File: src/sv/fstm_pkg.sv
// ----------------------------------------------------------------------------
// fstm_pkg: shared types and constants of the flat span texture mapper
// Word layouts of both streams, action codes and the walker control group.
// ----------------------------------------------------------------------------
package fstm_pkg;

  // Texture is a fixed 64 x 64 byte square
  localparam int TexSideLog2 = 6;
  localparam int TexAw       = 2 * TexSideLog2;
  localparam int TexDepth    = 1 << TexAw;
  localparam int ColW        = 11;
  localparam int RowW        = 10;
  localparam int PosW        = 32;
  localparam int FracW       = 16;
  localparam int InDataW     = 192;
  localparam int OutDataW    = 40;

  typedef enum logic [1:0] {
    ACT_LOAD_TEX  = 2'd0,
    ACT_LOAD_CMAP = 2'd1,
    ACT_START     = 2'd2,
    ACT_CONTINUE  = 2'd3
  } fstm_action_t;

  // Input word, last declared field (load_address) in the lowest bits
  typedef struct packed {
    logic [3:0]         pad;
    logic [4:0]         map_select;
    logic [RowW-1:0]    row;
    logic [9:0]         x_start;
    logic [5:0]         step_count;
    logic signed [31:0] v_step;
    logic signed [31:0] u_step;
    logic signed [31:0] v_start;
    logic signed [31:0] u_start;
    logic [15:0]        load_data;
    logic [12:0]        load_address;
  } fstm_in_word_t;

  typedef struct packed {
    logic [2:0]      pad;
    logic [15:0]     color;
    logic [RowW-1:0] pixel_y;
    logic [ColW-1:0] pixel_x;
  } fstm_out_word_t;

  // Sequencer to walker
  typedef struct packed {
    logic latch;    // take the start fields
    logic add_u;    // shared adder: u += du
    logic add_v;    // shared adder: v += dv
    logic col_one;  // column += 1
    logic col_two;  // column += 2
  } fstm_walk_ctrl_t;

endpackage

File: src/sv/fstm_walker.sv
// ----------------------------------------------------------------------------
// fstm_walker: span position state and shared step adder
// Holds u, v, their steps, column, row and map; one 32-bit adder advances
// u and v in separate cycles.
// ----------------------------------------------------------------------------
module fstm_walker #(
  parameter int LIGHT_LEVELS = 32
) (
  input  logic                                   clk,
  input  logic                                   rst_n,
  input  fstm_pkg::fstm_walk_ctrl_t              ctrl,
  input  logic                                   low_detail,
  input  logic signed [31:0]                     u_start,
  input  logic signed [31:0]                     v_start,
  input  logic signed [31:0]                     u_step,
  input  logic signed [31:0]                     v_step,
  input  logic [9:0]                             x_start,
  input  logic [fstm_pkg::RowW-1:0]              row,
  input  logic [4:0]                             map_select,
  output logic [fstm_pkg::TexAw-1:0]             tex_addr,
  output logic [((LIGHT_LEVELS > 1) ? $clog2(LIGHT_LEVELS) : 1)-1:0] map,
  output logic [fstm_pkg::ColW-1:0]              column,
  output logic [fstm_pkg::RowW-1:0]              span_row
);

  localparam int MapW = (LIGHT_LEVELS > 1) ? $clog2(LIGHT_LEVELS) : 1;
  localparam int Hi   = fstm_pkg::FracW + fstm_pkg::TexSideLog2 - 1;

  logic [fstm_pkg::PosW-1:0] u_r, u_nxt, v_r, v_nxt, du_r, du_nxt, dv_r, dv_nxt;
  logic [fstm_pkg::ColW-1:0] col_r, col_nxt;
  logic [fstm_pkg::RowW-1:0] row_r, row_nxt;
  logic [MapW-1:0]           map_r, map_nxt;
  logic [fstm_pkg::PosW-1:0] add_a, add_b, add_sum;

  // Shared adder: v when asked, u otherwise
  assign add_a   = ctrl.add_v ? v_r  : u_r;
  assign add_b   = ctrl.add_v ? dv_r : du_r;
  assign add_sum = add_a + add_b;

  always_comb begin
    u_nxt   = u_r;
    v_nxt   = v_r;
    du_nxt  = du_r;
    dv_nxt  = dv_r;
    col_nxt = col_r;
    row_nxt = row_r;
    map_nxt = map_r;
    if (ctrl.latch) begin
      u_nxt   = u_start;
      v_nxt   = v_start;
      du_nxt  = u_step;
      dv_nxt  = v_step;
      col_nxt = low_detail ? {x_start, 1'b0} : {1'b0, x_start};
      row_nxt = row;
      if (32'(map_select) > LIGHT_LEVELS - 1) begin
        map_nxt = MapW'(LIGHT_LEVELS - 1);
      end else begin
        map_nxt = MapW'(map_select);
      end
    end
    if (ctrl.add_u) begin
      u_nxt = add_sum;
    end
    if (ctrl.add_v) begin
      v_nxt = add_sum;
    end
    if (ctrl.col_one) begin
      col_nxt = col_r + fstm_pkg::ColW'(1);
    end
    if (ctrl.col_two) begin
      col_nxt = col_r + fstm_pkg::ColW'(2);
    end
  end

  always_ff @(posedge clk) begin
    if (!rst_n) begin
      u_r   <= '0;
      v_r   <= '0;
      du_r  <= '0;
      dv_r  <= '0;
      col_r <= '0;
      row_r <= '0;
      map_r <= '0;
    end else begin
      u_r   <= u_nxt;
      v_r   <= v_nxt;
      du_r  <= du_nxt;
      dv_r  <= dv_nxt;
      col_r <= col_nxt;
      row_r <= row_nxt;
      map_r <= map_nxt;
    end
  end

  assign tex_addr = {v_r[Hi:fstm_pkg::FracW], u_r[Hi:fstm_pkg::FracW]};
  assign map      = map_r;
  assign column   = col_r;
  assign span_row = row_r;

endmodule

File: config.mk
export PLATFORM = sky130hd
export DESIGN_NAME = fstm_walker
export DESIGN_NICKNAME = d
export VERILOG_FILES = /design/src/sv/fstm_pkg.sv /design/src/sv/fstm_walker.sv
export SDC_FILE = /design/constraint.sdc
export NUM_CORES = 1
export LEC_CHECK = 0
export BUFFER_PORTS_ARGS = -buffer_cell sky130_fd_sc_hd__clkbuf_2
export CORE_UTILIZATION = 53
export CTS_BUF_LIST = sky130_fd_sc_hd__clkbuf_16
export DETAILED_ROUTE_END_ITERATION = 6
export GPL_TIMING_DRIVEN = 0
export PLACE_DENSITY = 0.79
export SYNTH_ARGS = -nofsm -noshare
export SYNTH_HDL_FRONTEND = slang
export SYNTH_SLANG_ARGS = --single-unit
File: constraint.sdc
create_clock -name clk -period 3.73 [get_ports clk]
set_input_delay 0.373 -clock clk [delete_from_list [all_inputs] [get_ports clk]]
set_output_delay 0.373 -clock clk [all_outputs]
set_load 0.02 [all_outputs]
* Word level (Yosys, flattened, before mapping)
Index checks and enable logic that the tools add are counted.
Storage, ports and cells: logic and storage cells 23, output and inout port bits 38, bits of input ports 161, register bits after elaboration 154
Cells by class: $add $sub $neg 3, reduce and logical (&&, ||, !) cells 3, multiplexer cells 10
Operators with widths (number):
- $mux W32 | 6
- $mux W11 | 4
- $add A32 B32 Y32 | 1
- $add A11 B1 Y11 const B | 1
- $add A11 B2 Y11 const B | 1
- $reduce_bool A2 Y1 | 2
- $reduce_bool A3 Y1 | 1

* Logic depth before layout (Yosys ltp)
depth after elaboration 4, depth in mapped cells 12, depth with buffers taken out 10

* Least setup slack after synthesis
OpenSTA, ideal clock, no wires.
path type input-to-reg, start in ctrl[2] in the netlist's numbering, end reg u_r[13] in the netlist's numbering, slack 0.542 ns, buffers on the path 3, required time 3.638 ns, arrival 3.096 ns, setup time 0.092 ns, stages 12, cell sequence clkbuf_1 -> clkbuf_1 -> buf_1 -> mux2i_1 -> inv_1 -> ha_1 -> a211oi_1 -> o211ai_2 -> a21boi_1 -> o21bai_1 -> and3_1 -> nor4_1
Between the ends: longest elaborated chain between the ends 3, elaborated cells between the ends (all ways) 4, those cells by class add/sub (1); mux (3)
Ends and longest elaborated chain:
- start, declared | line fstm_walker.sv:11 | input fstm_pkg::fstm_walk_ctrl_t ctrl,
- $mux W32 (on tied branches) | line fstm_walker.sv:36, fstm_walker.sv:37
- $add A32 B32 Y32 (*) | line fstm_walker.sv:38 | assign add_sum = add_a + add_b;
- $mux W32 (*) | line fstm_walker.sv:61 | if (ctrl.add_u) begin
- end signal, assigned | line fstm_walker.sv:85 | u_r <= u_nxt;
- end, declared | line fstm_walker.sv:29 | logic [fstm_pkg::PosW-1:0] u_r, u_nxt, v_r, v_nxt, du_r, du_nxt, dv_r, dv_nxt;
Every way passes the cells marked *; elsewhere a longest branch is shown, timed or not. A chain may end at the register's enable or synchronous reset.

* Worst setup path after layout
start in ctrl[2] in the netlist's numbering, end reg v_r[20] in the netlist's numbering
Between the ends: longest elaborated chain between the ends 3, elaborated cells between the ends (all ways) 5, those cells by class add/sub (1); mux (3); reduce/logical (1)
Ends and longest elaborated chain:
- $mux W32 (on tied branches) | line fstm_walker.sv:36, fstm_walker.sv:37
- $add A32 B32 Y32 | line fstm_walker.sv:38
- $mux W32 | line fstm_walker.sv:64 | if (ctrl.add_v) begin
- end signal, assigned | line fstm_walker.sv:86 | v_r <= v_nxt;
- end, declared | line fstm_walker.sv:29
Several ways; a longest one is shown, not always the timed one.

==> flow_summary.ini <==
[power_and_ir_drop]
clkPwrFrac_pct = 42.6
report.power.total_mw = 3.781
vdd_drop_max_uv = 300.6
share_comb_of_total_power_pct = 21.2
leakage_nw = 3.821
swShare_pct = 29.99
power.internal_mw = 2.647
power.density_nw_per_um2 = 448.4
switchingPower_mw = 1.134
pwr-share-seq_pct = 36.3

[yosys]
synth_area_leaders = dfxtp_1 (33%), mux2i_1 (12%), mux2_2 (9.4%)
synth_warnings = 0
synth-edff-count = 0
ys.flop_type = dfxtp_1
syn-cell-area_sq_um = 6848
synth_cells = 771
synth-seq-area-share_pct = 33.33
synth_seq_cells = 114
yosysTopAreaCell = dfxtp_1
ys_types = 61
netlist_top_cells_count = dfxtp_1 (114), nor2_1 (91), mux2i_1 (79)
syn_area_per_cell_sq_um = 8.882
synth_nets = 956
async_reset_ff_share_pct = 0
synth_top_area_share_pct = 33.33
post-synth-top-count-cell = dfxtp_1

[worst_setup_path]
cp_num_buf_inv = 3
worst_ep_required_time_ps = 4060
r2r_end = v_r[20]$_SDFFE_PN0P_
ff2ff_path_depth = 10
startpoint = ctrl[2]
arrival_ps = 3840
startpoint_type = primary input
rrSetupSlack_ps = 850
crit_fanout = 10
critPathCaptureType = register
cpPeakStageDelay_ps = 520
critical_path.top_delay_family = compound AO/OA/AOI/OAI gates
r2r-start = u_r[0]$_SDFFE_PN0P_
slowest_stage = clkbuf_1
crit_chain = clkbuf_1 > clkbuf_1 > mux2_2 > ha_1 > inv_1 > fa_1 > nand2b_1 > a21oi_1 > o21ai_2 > a2111oi_2 > mux2_2 > o221ai_1
critical_path_class = primary input to register

[detailed_routing]
final_antenna_net_count = 0
routed_wl_mm = 19.72
viasPerCell = 5.748
drc_errors = 2
drt-pass1-iter-count = 7
wl_per_cell_microns = 17.44
vias = 6501
drt_iter0_markers = 587

[sta]
setup_violations = 0
rsz0062_at_grt = false
worstMarginPinSlew_ps = 700.2
period_share_pct = 93.92
whs_ps = 182.5
finClkSkew_ps = 5.559
hold_viol_final = 0
max_freq_mhz = 285.5
layout_min_cycle_time_ps = 3503
finalMaxSlewViolations = 0
slew_headroom_pct = 53.32

[floorplanning]
die_h_microns = 115.7
placementRows = 41
start_util_pct = 54.26
die_x_microns = 115.7
num_io_pins = 199
coreArea_sq_um = 12620
die_area_sq_um = 13380

[place]
dp_hpwl_mm = 14.38
finalWeightedCongestion = 0.9432
io_buffers = 156

[job]
drv_cap = 0

[cells_and_area]
drive_above_1_share_pct = 30.34
antennaDiodeCount = 0
fin_nets = 1131
fin_util_pct = 66.82
syn2layout_area_growth_pct = 23.13

[clocking]
clk_latency_ps = 430
clock-sinks = 114
ctsHtreeMaxLevel = 4
cts_tree = built
post_cts_buffers = 0
cts_root_buffer = clkbuf_16
cts_buffers = 17
max-clock-path-buffers = 2
path_clk_slew_ps = 60

[hold_path]
min_to = du_r[1]$_SDFFE_PN0P_
hold_path_depth = 3
hold_class = primary input to register
min_from = u_step[1]

[outcome]
status = complete, but fails checks
failed_checks = design-rule violations

[global_routing]
grt_pass1_wl_mm = 30.26
grt-ovfl-total = 0
grt_pass1_vias = 6195
antenna_found_initial = 0
grtUsageTotal_pct = 29.89
grt_max_degree = 17
-- what timing repair did --
action	CTS	global route
pin swaps	0	0
setup endpoints to repair	1	1
gates resized for setup	1	2
hold buffers	0	0
-- tightest hold or removal path, stage by stage --
cell and delay [ps]:
clkbuf_2 70, mux2i_1 60, nor2_1 70
-- power by group through the flow --
stage                     combinational (mW)  clock (mW)  sequential [mW]
final                                  0.800        1.61             1.37
after global routing                   0.868        1.68             1.38
after CTS                              0.792        1.62             1.37
after detailed placement               0.781           0             1.39
after global placement                 0.771           0             1.39
after floorplan                        0.541           0             1.40
-- stage by stage --
stage | area, sq um | setup TNS [ps] | setup slack (ps) | instances
2_1_floorplan | 6848 | 0 | 542.0 | 771
3_3_place_gp | 7844 | -3039 | -364.8 | 1099
3_5_place_dp | 7844 | -4647 | -423.4 | 1099
4_1_cts | 8431 | 0 | 251.2 | 1131
5_1_grt | 8432 | 0 | 86.67 | 1131
6_report | 8432 | 0 | 226.8 | 1131
-- layout make-up --
class,instances,area [sq um]
Tap cell,172,215.2
Timing Repair Buffer,156,780.7
Sequential cell,114,2282
Clock buffer,17,425.4
Buffer,68,339.1
Clock inverter,15,160.2
Multi-Input combinational cell,582,4203
Fill cell,1076,4188
Inverter,7,26.28
-- worst max-delay path by stage --
stage / endpoint / slack, ps / cells after the start
finish: v_r[20]$_SDFFE_PN0P_ / 230 / 12
global route: v_r[20]$_SDFFE_PN0P_ / 90 / 12
CTS: v_r[20]$_SDFFE_PN0P_ / 250 / 12
detailed placement: u_r[20]$_SDFFE_PN0P_ / -420 / 11
global placement: u_r[13]$_SDFFE_PN0P_ / -360 / 12
floorplan: u_r[13]$_SDFFE_PN0P_ / 540 / 12
-- per-layer routing --
layer  part of all wire, %  track usage (%)  routed length [microns]
met1                    43            36.12                     8508
met2                    46            50.46                     9101
met3                   7.3            6.590                     1434
met4                   3.4            14.44                      676
met5                     0                0                        0
-- cells by family (layout without fill, tap and decap cells) --
kind of cell             count (synthesis)  count (layout)  share of synthesized area [%]
adder cells (fa/ha/maj)                 24              24                          4.495
buffers and inverters                   75             263                          5.299
AO/OA/AOI/OAI                          185             185                          18.18
XOR/XNOR                                22              22                          2.814
AND/OR/NAND/NOR                        215             215                          14.96
flip-flops                             114             114                          33.33
multiplexers                           136             136                          20.92
-- sequential cells by signal, indices dropped and copies added (netlist names) --
name	flops
map	5
span_row	10
dv_r	22
u_r	22
du_r	22
v_r	22
column	11
-- cell usage in the layout (no fill, tap or decap), drive strengths merged, types with 3 or more instances in the layout --
| cell | instances |
|---|---|
| mux2 | 57 |
| nand3b | 4 |
| a21o | 5 |
| o221ai | 3 |
| nor3 | 5 |
| mux2i | 79 |
| and3 | 6 |
| nand3 | 11 |
| xor2 | 9 |
| nand2b | 8 |
| buf | 35 |
| clkinvlp | 8 |
| clkbuf | 206 |
| a21oi | 59 |
| nor2b | 24 |
| clkinv | 3 |
| inv | 9 |
| nor2 | 91 |
| o211ai | 5 |
| and2 | 3 |
| a211oi | 49 |
| nand2 | 37 |
| ha | 23 |
| nor3b | 4 |
| dfxtp | 114 |
| o21ai | 32 |
| a31oi | 3 |
| or3 | 5 |
| a2111oi | 3 |
| o22ai | 3 |
| nand4 | 11 |
| xnor2 | 13 |
| o21a | 6 |
(Power assumes the default switching activity.)
